--- config.mk ---
export PLATFORM = sky130hd
export DESIGN_NAME = combinatorial_count_unit
export DESIGN_NICKNAME = d
export VERILOG_FILES = /design/src/design/ccu_pkg.sv /design/src/design/combinatorial_count_unit.sv /design/src/design/ccu_muldiv.sv
export SDC_FILE = /design/constraint.sdc
export NUM_CORES = 2
export LEC_CHECK = 0
export ABC_AREA = 1
export BUFFER_PORTS_ARGS = -buffer_cell sky130_fd_sc_hd__buf_2
export CORE_MARGIN = 10
export CORE_UTILIZATION = 61
export DETAILED_ROUTE_END_ITERATION = 7
export HOLD_SLACK_MARGIN = 0.15
export PLACE_DENSITY = 0.78
export REMOVE_ABC_BUFFERS = 1
export SLEW_MARGIN = 30
export SYNTH_ARGS = -nofsm -noshare
export SYNTH_HDL_FRONTEND = slang
export SYNTH_SLANG_ARGS = --single-unit
--- constraint.sdc ---
create_clock -name clk -period 15.9 [get_ports clk]
set_clock_uncertainty 0.2 [all_clocks]
set_input_delay 3.975 -clock clk [delete_from_list [all_inputs] [get_ports clk]]
set_output_delay 3.975 -clock clk [all_outputs]
set_load 0.02 [all_outputs]
--- src/design/ccu_pkg.sv ---
`timescale 1ns / 1ps
package ccu_pkg;

    localparam int CCU_MAX_N = 64;

    localparam int ACC_W  = 64;
    localparam int FAC_W  = 8;
    localparam int PROD_W = ACC_W + FAC_W;

    localparam logic [1:0] OP_PERM     = 2'd0;
    localparam logic [1:0] OP_POWER    = 2'd1;
    localparam logic [1:0] OP_COMB     = 2'd2;
    localparam logic [1:0] OP_MULTISET = 2'd3;

    localparam logic [1:0] ST_OK       = 2'd0;
    localparam logic [1:0] ST_INVALID  = 2'd1;
    localparam logic [1:0] ST_OVERFLOW = 2'd2;

    typedef enum logic [1:0]
    {
        S_IDLE,
        S_STEP,
        S_WAIT,
        S_FINISH
    } ccu_state_t;

    typedef struct packed
    {
        logic             start;
        logic [ACC_W-1:0] acc;
        logic [FAC_W-1:0] factor;
        logic [FAC_W-1:0] divisor;
    } md_req_t;

    typedef struct packed
    {
        logic              done;
        logic [PROD_W-1:0] quot;
    } md_rsp_t;

endpackage

--- src/design/combinatorial_count_unit.sv ---
`timescale 1ns / 1ps
// Each word runs S multiply/divide steps, S = r for opcodes 0 and 1 and
// min(r, m-r) for the binomials; an overflow ends the steps early and an invalid
// word goes straight to the output. Each step is a multiply and a divide on the
// muldiv unit, then a return to the sequencer's step state.
// One word in flight: in_ready rises with out_valid, so no new word is taken
// while one is being counted. Async active-low reset to idle.
module combinatorial_count_unit
#(
    parameter int MAX_N = ccu_pkg::CCU_MAX_N
)
(
    input  logic        clk,
    input  logic        rst_n,
    input  logic        in_valid,
    output logic        in_ready,
    input  logic [6:0]  n_items,
    input  logic [6:0]  r_chosen,
    input  logic [1:0]  opcode,
    output logic        out_valid,
    input  logic        out_ready,
    output logic [63:0] count,
    output logic [1:0]  status
);
    import ccu_pkg::*;

    ccu_state_t state_reg, state_next;

    logic [ACC_W-1:0] acc_reg, acc_next;
    logic [FAC_W-1:0] factor_reg, factor_next;
    logic [FAC_W-1:0] divisor_reg, divisor_next;
    logic [FAC_W-1:0] steps_reg, steps_next;
    logic             fac_up_reg, fac_up_next;
    logic             fac_dn_reg, fac_dn_next;
    logic             div_up_reg, div_up_next;
    logic [1:0]       fin_status_reg, fin_status_next;
    logic             out_valid_reg, out_valid_next;
    logic [63:0]      count_reg, count_next;
    logic [1:0]       status_reg, status_next;

    logic [FAC_W-1:0] n8, r8, m_sel, mk, k_sel;
    logic             invalid, accept, out_free, overflow;
    md_req_t          md_req;
    md_rsp_t          md_rsp;

    assign n8       = {1'b0, n_items};
    assign r8       = {1'b0, r_chosen};
    assign invalid  = (n8 > FAC_W'(MAX_N)) || (r8 > FAC_W'(MAX_N)) || (r8 > n8);
    assign accept   = in_valid && in_ready;
    assign out_free = !out_valid_reg || out_ready;
    assign overflow = md_rsp.quot[PROD_W-1:ACC_W] != '0;

    // binomial setup: C(m,k) with k folded to min(k, m-k); for multisets
    // m = n+r-1 and m-k = n-1 (n = 0 allows only r = 0, so k is 0, giving 1)
    assign m_sel = (opcode == OP_MULTISET) ? (n8 + r8 - 1'b1) : n8;
    assign mk    = (opcode == OP_MULTISET) ? (n8 - 1'b1) : (n8 - r8);
    assign k_sel = (r8 > mk) ? mk : r8;

    ccu_muldiv u_muldiv
    (
        .clk   (clk),
        .rst_n (rst_n),
        .req   (md_req),
        .rsp   (md_rsp)
    );

    always_comb
    begin
        state_next = state_reg;
        case (state_reg)
            S_IDLE:
            begin
                if (in_valid)
                    state_next = invalid ? S_FINISH : S_STEP;
            end
            S_STEP:
            begin
                state_next = (steps_reg == '0) ? S_FINISH : S_WAIT;
            end
            S_WAIT:
            begin
                if (md_rsp.done)
                    state_next = overflow ? S_FINISH : S_STEP;
            end
            S_FINISH:
            begin
                if (out_free)
                    state_next = S_IDLE;
            end
            default:
            begin
                state_next = S_IDLE;
            end
        endcase
    end

    always_comb
    begin
        acc_next        = acc_reg;
        factor_next     = factor_reg;
        divisor_next    = divisor_reg;
        steps_next      = steps_reg;
        fac_up_next     = fac_up_reg;
        fac_dn_next     = fac_dn_reg;
        div_up_next     = div_up_reg;
        fin_status_next = fin_status_reg;
        out_valid_next  = out_valid_reg && !out_ready;
        count_next      = count_reg;
        status_next     = status_reg;
        in_ready        = (state_reg == S_IDLE);
        md_req.start    = (state_reg == S_STEP) && (steps_reg != '0);
        md_req.acc      = acc_reg;
        md_req.factor   = factor_reg;
        md_req.divisor  = divisor_reg;
        case (state_reg)
            S_IDLE:
            begin
                if (accept)
                begin
                    acc_next     = ACC_W'(1);
                    divisor_next = FAC_W'(1);
                    fac_up_next  = 1'b0;
                    fac_dn_next  = 1'b0;
                    div_up_next  = 1'b0;
                    if (invalid)
                    begin
                        acc_next        = '0;
                        fin_status_next = ST_INVALID;
                    end
                    else
                    begin
                        fin_status_next = ST_OK;
                        case (opcode)
                            OP_PERM:
                            begin
                                factor_next = n8;
                                steps_next  = r8;
                                fac_dn_next = 1'b1;
                            end
                            OP_POWER:
                            begin
                                factor_next = n8;
                                steps_next  = r8;
                            end
                            default:
                            begin
                                factor_next = m_sel - k_sel + 1'b1;
                                steps_next  = k_sel;
                                fac_up_next = 1'b1;
                                div_up_next = 1'b1;
                            end
                        endcase
                    end
                end
            end
            S_WAIT:
            begin
                if (md_rsp.done)
                begin
                    if (overflow)
                    begin
                        acc_next        = '1;
                        fin_status_next = ST_OVERFLOW;
                    end
                    else
                    begin
                        acc_next   = md_rsp.quot[ACC_W-1:0];
                        steps_next = steps_reg - 1'b1;
                        if (fac_dn_reg)
                            factor_next = factor_reg - 1'b1;
                        else if (fac_up_reg)
                            factor_next = factor_reg + 1'b1;
                        if (div_up_reg)
                            divisor_next = divisor_reg + 1'b1;
                    end
                end
            end
            S_FINISH:
            begin
                if (out_free)
                begin
                    out_valid_next = 1'b1;
                    count_next     = acc_reg;
                    status_next    = fin_status_reg;
                end
            end
            default:
            begin
            end
        endcase
    end

    always_ff @(posedge clk or negedge rst_n)
    begin
        if (!rst_n)
        begin
            state_reg     <= S_IDLE;
            out_valid_reg <= 1'b0;
        end
        else
        begin
            state_reg     <= state_next;
            out_valid_reg <= out_valid_next;
        end
    end

    always_ff @(posedge clk)
    begin
        acc_reg        <= acc_next;
        factor_reg     <= factor_next;
        divisor_reg    <= divisor_next;
        steps_reg      <= steps_next;
        fac_up_reg     <= fac_up_next;
        fac_dn_reg     <= fac_dn_next;
        div_up_reg     <= div_up_next;
        fin_status_reg <= fin_status_next;
        count_reg      <= count_next;
        status_reg     <= status_next;
    end

    assign out_valid = out_valid_reg;
    assign count     = count_reg;
    assign status    = status_reg;

endmodule

--- src/design/ccu_muldiv.sv ---
`timescale 1ns / 1ps
// (acc * factor) / divisor: the product is loaded on start, then a radix-256 restoring
// divide, 8 quotient bits per cycle. Divisor is never zero.
module ccu_muldiv
(
    input  logic             clk,
    input  logic             rst_n,
    input  ccu_pkg::md_req_t req,
    output ccu_pkg::md_rsp_t rsp
);
    import ccu_pkg::*;

    localparam int DIGIT_W = 8;
    localparam int DIGITS  = PROD_W / DIGIT_W;
    localparam int CNT_W   = $clog2(DIGITS);

    logic              busy_reg, busy_next;
    logic              done_reg, done_next;
    logic [CNT_W-1:0]  cnt_reg, cnt_next;
    logic [PROD_W-1:0] sh_reg, sh_next;
    logic [FAC_W-1:0]  rem_reg, rem_next;
    logic [FAC_W-1:0]  div_reg, div_next;

    logic [PROD_W-1:0] prod;
    logic [PROD_W-1:0] sh_step;
    logic [FAC_W-1:0]  rem_step;
    logic [FAC_W:0]    trial;

    assign prod = PROD_W'(req.acc) * PROD_W'(req.factor);

    // quotient bits shift in at the bottom as dividend bits leave the top
    always_comb
    begin
        sh_step  = sh_reg;
        rem_step = rem_reg;
        trial    = '0;
        for (int j = 0; j < DIGIT_W; j++)
        begin
            trial   = {rem_step, sh_step[PROD_W-1]};
            sh_step = {sh_step[PROD_W-2:0], 1'b0};
            if (trial >= {1'b0, div_reg})
            begin
                trial      = trial - {1'b0, div_reg};
                sh_step[0] = 1'b1;
            end
            rem_step = trial[FAC_W-1:0];
        end
    end

    always_comb
    begin
        busy_next = busy_reg;
        done_next = 1'b0;
        cnt_next  = cnt_reg;
        sh_next   = sh_reg;
        rem_next  = rem_reg;
        div_next  = div_reg;
        if (req.start)
        begin
            busy_next = 1'b1;
            cnt_next  = '0;
            sh_next   = prod;
            rem_next  = '0;
            div_next  = req.divisor;
        end
        else if (busy_reg)
        begin
            sh_next  = sh_step;
            rem_next = rem_step;
            if (cnt_reg == CNT_W'(DIGITS - 1))
            begin
                busy_next = 1'b0;
                done_next = 1'b1;
            end
            else
            begin
                cnt_next = cnt_reg + 1'b1;
            end
        end
    end

    always_ff @(posedge clk or negedge rst_n)
    begin
        if (!rst_n)
        begin
            busy_reg <= 1'b0;
            done_reg <= 1'b0;
            cnt_reg  <= '0;
        end
        else
        begin
            busy_reg <= busy_next;
            done_reg <= done_next;
            cnt_reg  <= cnt_next;
        end
    end

    always_ff @(posedge clk)
    begin
        sh_reg  <= sh_next;
        rem_reg <= rem_next;
        div_reg <= div_next;
    end

    assign rsp.done = done_reg;
    assign rsp.quot = sh_reg;

endmodule

==> Word level (Yosys, flattened, before mapping) <==
Cells that the tools add are included.
{ "word_totals": {"register_bits": 255, "word_cells": 160, "inputBits": 20, "out_inout_bits": 68} }
{ "classes": {"addsub": 19, "n_mux": 70, "reduce_logical": 25, "multipliers": 1, "order_cmp": 12, "n_eq_ne": 16} }
{ "op_table": {"columns": ["cell", "count"], "rows": [
  ["8-bit 2-to-1 mux", 27],
  ["64-bit 2-to-1 mux", 3],
  ["72-bit 2-to-1 mux", 2],
  ["64-bit one-hot mux with 2 select lines", 1],
  ["9-bit by 8-bit >= comparator with 1-bit output", 8],
  ["64-bit by 8-bit multiplier with 72-bit output", 1],
  ["8-bit subtractor", 9],
  ["8-bit one-hot mux with 2 select lines", 3],
  ["8-bit by 1-bit adder with 8-bit output (second input constant)", 3],
  ["8-bit by 1-bit subtractor with 8-bit output (second input constant)", 3],
  ["1-bit 2-to-1 mux", 21],
  ["2-bit 2-to-1 mux", 8],
  ["8-bit nonzero test", 2],
  ["7-bit greater-than comparator (second input constant)", 2],
  ["2-bit != test (second input constant)", 7],
  ["4-bit 2-to-1 mux", 3],
  ["5-bit AND reduction", 2],
  ["7-bit by 7-bit adder with 8-bit output", 1],
  ["7-bit by 8-bit greater-than comparator with 1-bit output", 1],
  ["8-bit zero test", 1],
  ["2-bit one-hot mux with 4 select lines", 1],
  ["7-bit by 1-bit subtractor with 8-bit output (second input constant)", 1],
  ["7-bit by 7-bit subtractor with 8-bit output", 1],
  ["7-bit greater-than comparator", 1],
  ["17 further kinds", 31]
]} }

==> Depth between registers and ports, before layout <==
{ "depth": {"word_depth": 18, "ltp_mapped": 108, "ltp_nobuf": 107} }

==> By module <==
A second synthesis with hierarchy kept.
{ "unflattened": {"hier_cells": 4138, "hier_area_um2": 32326.0} }
{ "modules_own_cells": {"columns": ["module", "n_inst", "seq_area_each_um2", "cells_each", "area_each_um2"], "rows": [
  ["ccu_muldiv", 1, 2712.6, 3333, 24178.2],
  ["combinatorial_count_unit", 1, 4819.6, 805, 8147.8]
]} }

==> Worst setup path before layout <==
Ideal clock, no wire load.
{ "synth_timing": {"path_type": "flip-flop to flip-flop", "start": "register u_muldiv.div_reg[1]", "end": "register u_muldiv.sh_reg[0], data pin", "arrival_ns": 13.287, "required_ns": 15.446, "path_stages_with_launch": 105, "path_buffers": 3, "setup_ns": 0.254, "synth_period_minus_slack_ns": 13.740, "slack_ns": 2.160, "cell_sequence": "edfxtp_1 > inv_1 > ha_1 > nand2_1 > nor2_1 > nand2_1 > nand2_1 > nor2_4 > nand2_8 > inv_2 > or2_2 > o21ai_0 > ha_1 > nand2_1 > o21ai_1 > nand4_1 > nand2_1 > nand2_1 > [69 not listed] > nand3_1 > nand2_1 > inv_1 > ha_1 > a21oi_1 > nand2_1 > a21oi_1 > nor2_1 > nor2_1 > inv_1 > a21oi_1 > o21bai_1 > nand2_1 > nand3_1 > inv_1 > nand3_4 > nand2_1 > nand2_1"} }
{ "synth_via": {"elab_chain_len": 18} }
{ "synth_lines": {"columns": ["element", "line_no", "rtl"], "rows": [
  ["from (decl)", "ccu_muldiv.sv:22", "logic [FAC_W-1:0] div_reg, div_next;"],
  ["from (signal assigned)", "ccu_muldiv.sv:102", "div_reg <= div_next;"],
  ["8-bit subtractor or 9-bit by 8-bit >= comparator with 1-bit output (tied branches)", "ccu_muldiv.sv:43, ccu_muldiv.sv:41", null],
  ["8-bit 2-to-1 mux", "ccu_muldiv.sv:41", "if (trial >= {1'b0, div_reg})"],
  ["8-bit subtractor or 9-bit by 8-bit >= comparator with 1-bit output (tied branches)", "ccu_muldiv.sv:43, ccu_muldiv.sv:41", null],
  ["8-bit 2-to-1 mux", "ccu_muldiv.sv:41", null],
  ["8-bit subtractor or 9-bit by 8-bit >= comparator with 1-bit output (tied branches)", "ccu_muldiv.sv:43, ccu_muldiv.sv:41", null],
  ["8-bit 2-to-1 mux", "ccu_muldiv.sv:41", null],
  ["8-bit subtractor or 9-bit by 8-bit >= comparator with 1-bit output (tied branches)", "ccu_muldiv.sv:43, ccu_muldiv.sv:41", null],
  ["8-bit 2-to-1 mux", "ccu_muldiv.sv:41", null],
  ["[3 not listed]", null, null],
  ["8-bit 2-to-1 mux", "ccu_muldiv.sv:41", null],
  ["8-bit subtractor or 9-bit by 8-bit >= comparator with 1-bit output (tied branches)", "ccu_muldiv.sv:43, ccu_muldiv.sv:41", null],
  ["8-bit 2-to-1 mux", "ccu_muldiv.sv:41", null],
  ["9-bit by 8-bit >= comparator with 1-bit output *", "ccu_muldiv.sv:41", null],
  ["1-bit 2-to-1 mux *", "ccu_muldiv.sv:41", null],
  ["72-bit 2-to-1 mux *", "ccu_muldiv.sv:66", "else if (busy_reg)"],
  ["72-bit 2-to-1 mux *", "ccu_muldiv.sv:58", "if (req.start)"],
  ["named net u_muldiv.sh_next[0]", "ccu_muldiv.sv:20", "logic [PROD_W-1:0] sh_reg, sh_next;"],
  ["to (signal assigned)", "ccu_muldiv.sv:100", "sh_reg <= sh_next;"],
  ["to (decl)", "ccu_muldiv.sv:20", null]
]} }
Mark *: on every way through the listed nets, which the timed path passes. The rest lies on a longest branch. The select of a mux whose other input is x is not followed.
A chain may end at the register's enable or synchronous reset.

==> Worst setup path in the final report <==
{ "layout_timing": {"start": "register u_muldiv.div_reg[5]", "end": "register u_muldiv.sh_reg[0], data pin"} }
{ "layout_via": {"elab_chain_len": 18} }
{ "layout_lines": {"columns": ["element", "line_no"], "rows": [
  ["8-bit subtractor or 9-bit by 8-bit >= comparator with 1-bit output (tied branches)", "ccu_muldiv.sv:43, ccu_muldiv.sv:41"],
  ["8-bit 2-to-1 mux", "ccu_muldiv.sv:41"],
  ["8-bit subtractor or 9-bit by 8-bit >= comparator with 1-bit output (tied branches)", "ccu_muldiv.sv:43, ccu_muldiv.sv:41"],
  ["8-bit 2-to-1 mux", "ccu_muldiv.sv:41"],
  ["8-bit subtractor or 9-bit by 8-bit >= comparator with 1-bit output (tied branches)", "ccu_muldiv.sv:43, ccu_muldiv.sv:41"],
  ["8-bit 2-to-1 mux", "ccu_muldiv.sv:41"],
  ["9-bit by 8-bit >= comparator with 1-bit output or 8-bit subtractor (tied branches)", "ccu_muldiv.sv:41, ccu_muldiv.sv:43"],
  ["8-bit 2-to-1 mux", "ccu_muldiv.sv:41"],
  ["[3 not listed]", null],
  ["8-bit 2-to-1 mux", "ccu_muldiv.sv:41"],
  ["8-bit subtractor or 9-bit by 8-bit >= comparator with 1-bit output (tied branches)", "ccu_muldiv.sv:43, ccu_muldiv.sv:41"],
  ["8-bit 2-to-1 mux", "ccu_muldiv.sv:41"],
  ["9-bit by 8-bit >= comparator with 1-bit output *", "ccu_muldiv.sv:41"],
  ["1-bit 2-to-1 mux *", "ccu_muldiv.sv:41"],
  ["72-bit 2-to-1 mux *", "ccu_muldiv.sv:66"],
  ["72-bit 2-to-1 mux *", "ccu_muldiv.sv:58"],
  ["named net u_muldiv.sh_next[0]", "ccu_muldiv.sv:20"]
]} }
Marked as above.

==> impl_metrics.tcl <==
set metrics [dict create \
    status "completed" \
    layout_common_cells "nand2_1 (946), inv_1 (858), fa_1 (384)" \
    routed_via_density 5.54 \
    design_area_sq_mm 0.0340 \
    largest_reg_flops 72 \
    synth-main-ff-cell "edfxtp_1" \
    grt_pass1_vias 26212 \
    path_class "flip-flop to flip-flop" \
    dieArea_sq_mm 0.0616 \
    start_kind "flip-flop" \
    cts_max_path_buffers 3 \
    synth_seq_cells 255 \
    drv_cap 0 \
    placed_area_sq_mm 0.0326 \
    yosysUniqueCellTypes 64 \
    hold_path.class "flip-flop to flip-flop" \
    insertion_delay_ns 0.56 \
    slew_violations 0 \
    path_buf_inv 15 \
    crit_slowest_cell "or4_1" \
    min_from "fin_status_reg[0]" \
    clock.fmax_ghz 0.0694 \
    syn_area_sq_mm 0.0318 \
    worst_pin_slew_ns 0.947 \
    final_hold_viol_count 0 \
    nFillCells 4326 \
    n_antenna_cell 0 \
    path_delay_family "simple AND/OR/NAND/NOR gates" \
    row_count 83 \
    setup_viol 0 \
    reg2regPathDepth 100 \
    drc_errors 0 \
    drtPass1Iterations 6 \
    drtAntennaViolNets 0 \
    synth-seq-area-share_pct 23.7 \
    cts_sinks 255 \
    io_pins 88 \
    layout_commonest_cell "nand2_1" \
    startpoint "u_muldiv.div_reg[5]" \
    die_w_um 248 \
    root_buffer "clkbuf_16" \
    first_iter_violations 2269 \
    critPathRequiredTime_ns 16.02 \
    dr_total_vias 25977 \
    cp_max_fo 11 \
    cp_data_arrival_time_ns 14.52 \
    cts-htree-levels 2 \
    dieHeight_um 248 \
    grt_pass1_wl_um 134000 \
    min_period_over_period_pct 90.6 \
    hpwl_um 61500 \
    cts_tree "yes" \
    grt-ovfl-total 0 \
    syn_to_final_growth_pct 7.03 \
    hold_path_end "status[0]" \
    cts_hold_buf 0 \
    grt_util_all_layers_pct 26.9 \
    timing.rr.start "u_muldiv.div_reg[5]" \
    avgRoutedWirePerCell_um 17.3 \
    core-area_sq_mm 0.0514 \
    cpPeakStageDelay_ns 0.46 \
    timing.reg2reg.setup_slack_ns 1.50 \
    r2r_end "u_muldiv.sh_reg[0]" \
    relSlewSlack_pct 36.9 \
    nets 4597 \
    ys_warn_count 0 \
    routed_wl_um 81000 \
    cts_buffers 35 \
    start_util_pct 61.8 \
    antenna_found_initial 1 \
    synth.avg_cell_area_sq_um 7.99 \
    async_flop_share_pct 3.53 \
    cpMostUsedCell "nand2_1" \
    clk_pin_slew_ns 0.06 \
    finalWeightedCongestion 0.972 \
    worstSetupEndpointType "flip-flop" \
    layout-drive-gt1-share_pct 7.01 \
    port_buffers 87 \
    period_needed_ns 14.40 \
    grt_max_degree 90 \
    netlist_instances 3979 \
    min_delay_path_depth 0 \
    synth_edf_count 238 \
]
-- area by class of cell --
cell class                      instances  area [sq um]  share of cell area, %
Clock buffer                           39           933                   2.74
Clock inverter                         25           287                  0.843
Inverter                              867          3260                   9.58
Multi-Input combinational cell       2694         20300                   59.8
Sequential cell                       255          7530                   22.1
Tap cell                              680           851                   2.50
Timing Repair Buffer                  131           798                   2.35
-- worst reg2reg max path, delay by kind of cell, from the launching register on --
family / cells / cell delay, ns
xor+xnor: 1 / 0.12
simple gates: 51 / 5.49
buf+inv: 15 / 1.36
compound gates: 25 / 3.88
flops: 1 / 0.35
fa+ha+maj: 8 / 2.69
-- metal layers --
metal	track usage, %	wire [um]	part of all wire (%)
met1	37.6	34400	42
met2	44.0	37900	47
met3	3.58	7200	8.9
met4	6.24	1550	1.9
met5	0	8	0.0099
-- cell families after synthesis --
kind of cell,after synthesis,synth area share (%)
adders and majority gates,593,32.4
and+or+nand+nor,1476,19.4
AOI/OAI and AO/OA,525,9.24
buffers and inverters,1030,12.5
xor gates and xnor gates,100,2.76
DFF,255,23.7
-- per-stage QoR --
step	util [%]	setup slack [ns]	setup TNS (ns)	std cells	hold slack, ns
floorplan	-	2.31	0	3816	0.200
global placement	63.4	0.993	0	4613	0.208
detailed placement	63.4	0.668	0	4613	0.208
CTS	65.8	0.609	0	4677	0.222
global route	66.2	-0.0143	-0.0143	4691	0.236
finish	66.2	1.50	0	4691	0.220
-- worst max path at each step --
stage / cells past startpoint / end / slack (ns)
6_report: 100 / u_muldiv.sh_reg[0] / 1.50
5_1_grt: 106 / u_muldiv.sh_reg[0] / -0.01
4_1_cts: 101 / u_muldiv.sh_reg[0] / 0.61
3_5_place_dp: 101 / u_muldiv.sh_reg[0] / 0.67
3_3_place_gp: 101 / u_muldiv.sh_reg[0] / 0.99
2_1_floorplan: 101 / u_muldiv.sh_reg[0] / 2.31
-- synthesized netlist by cell type, types with 3 or more instances --
cell / n / area [sq um]
o31ai_1: 5 / 37.5
o21ai_1: 12 / 60.1
o21ai_0: 174 / 871
ha_1: 209 / 2620
o22ai_1: 5 / 31.3
nand4_1: 26 / 163
a21oi_1: 213 / 1070
xnor2_1: 37 / 324
nand3_1: 87 / 435
a21boi_0: 5 / 37.5
xor2_1: 63 / 552
nor3_1: 26 / 130
o211ai_1: 11 / 82.6
a21o_1: 3 / 22.5
o21bai_1: 12 / 90.1
inv_1: 859 / 3220
fa_1: 384 / 7690
dfxtp_1: 8 / 160
nor4_1: 7 / 43.8
or2_2: 23 / 144
nand2_2: 14 / 87.6
nand3_4: 7 / 123
clkbuf_2: 61 / 305
edfxtp_1: 238 / 7150
dfrtp_1: 9 / 225
o221ai_1: 4 / 35.0
nor2_4: 5 / 56.3
a31oi_1: 42 / 263
buf_6: 3 / 33.8
a221oi_1: 3 / 26.3
o21a_1: 16 / 120
nand2_1: 948 / 3560
nand3_2: 7 / 70.1
nand2_4: 6 / 67.6
clkbuf_1: 76 / 285
buf_1: 22 / 82.6
inv_2: 4 / 15.0
nor2_1: 309 / 1160
-- timing repair --
| item | CTS | global route |
|---|---|---|
| hold endpoints to repair | 0 | 0 |
| setup endpoints to repair | 0 | 9 |
| gates resized for setup | 0 | 25 |
| setup buffers | 0 | 12 |
Power is left out: the tool's default activity adds up to more than one toggle a clock period on the data nets, which glitch-free logic cannot reach.
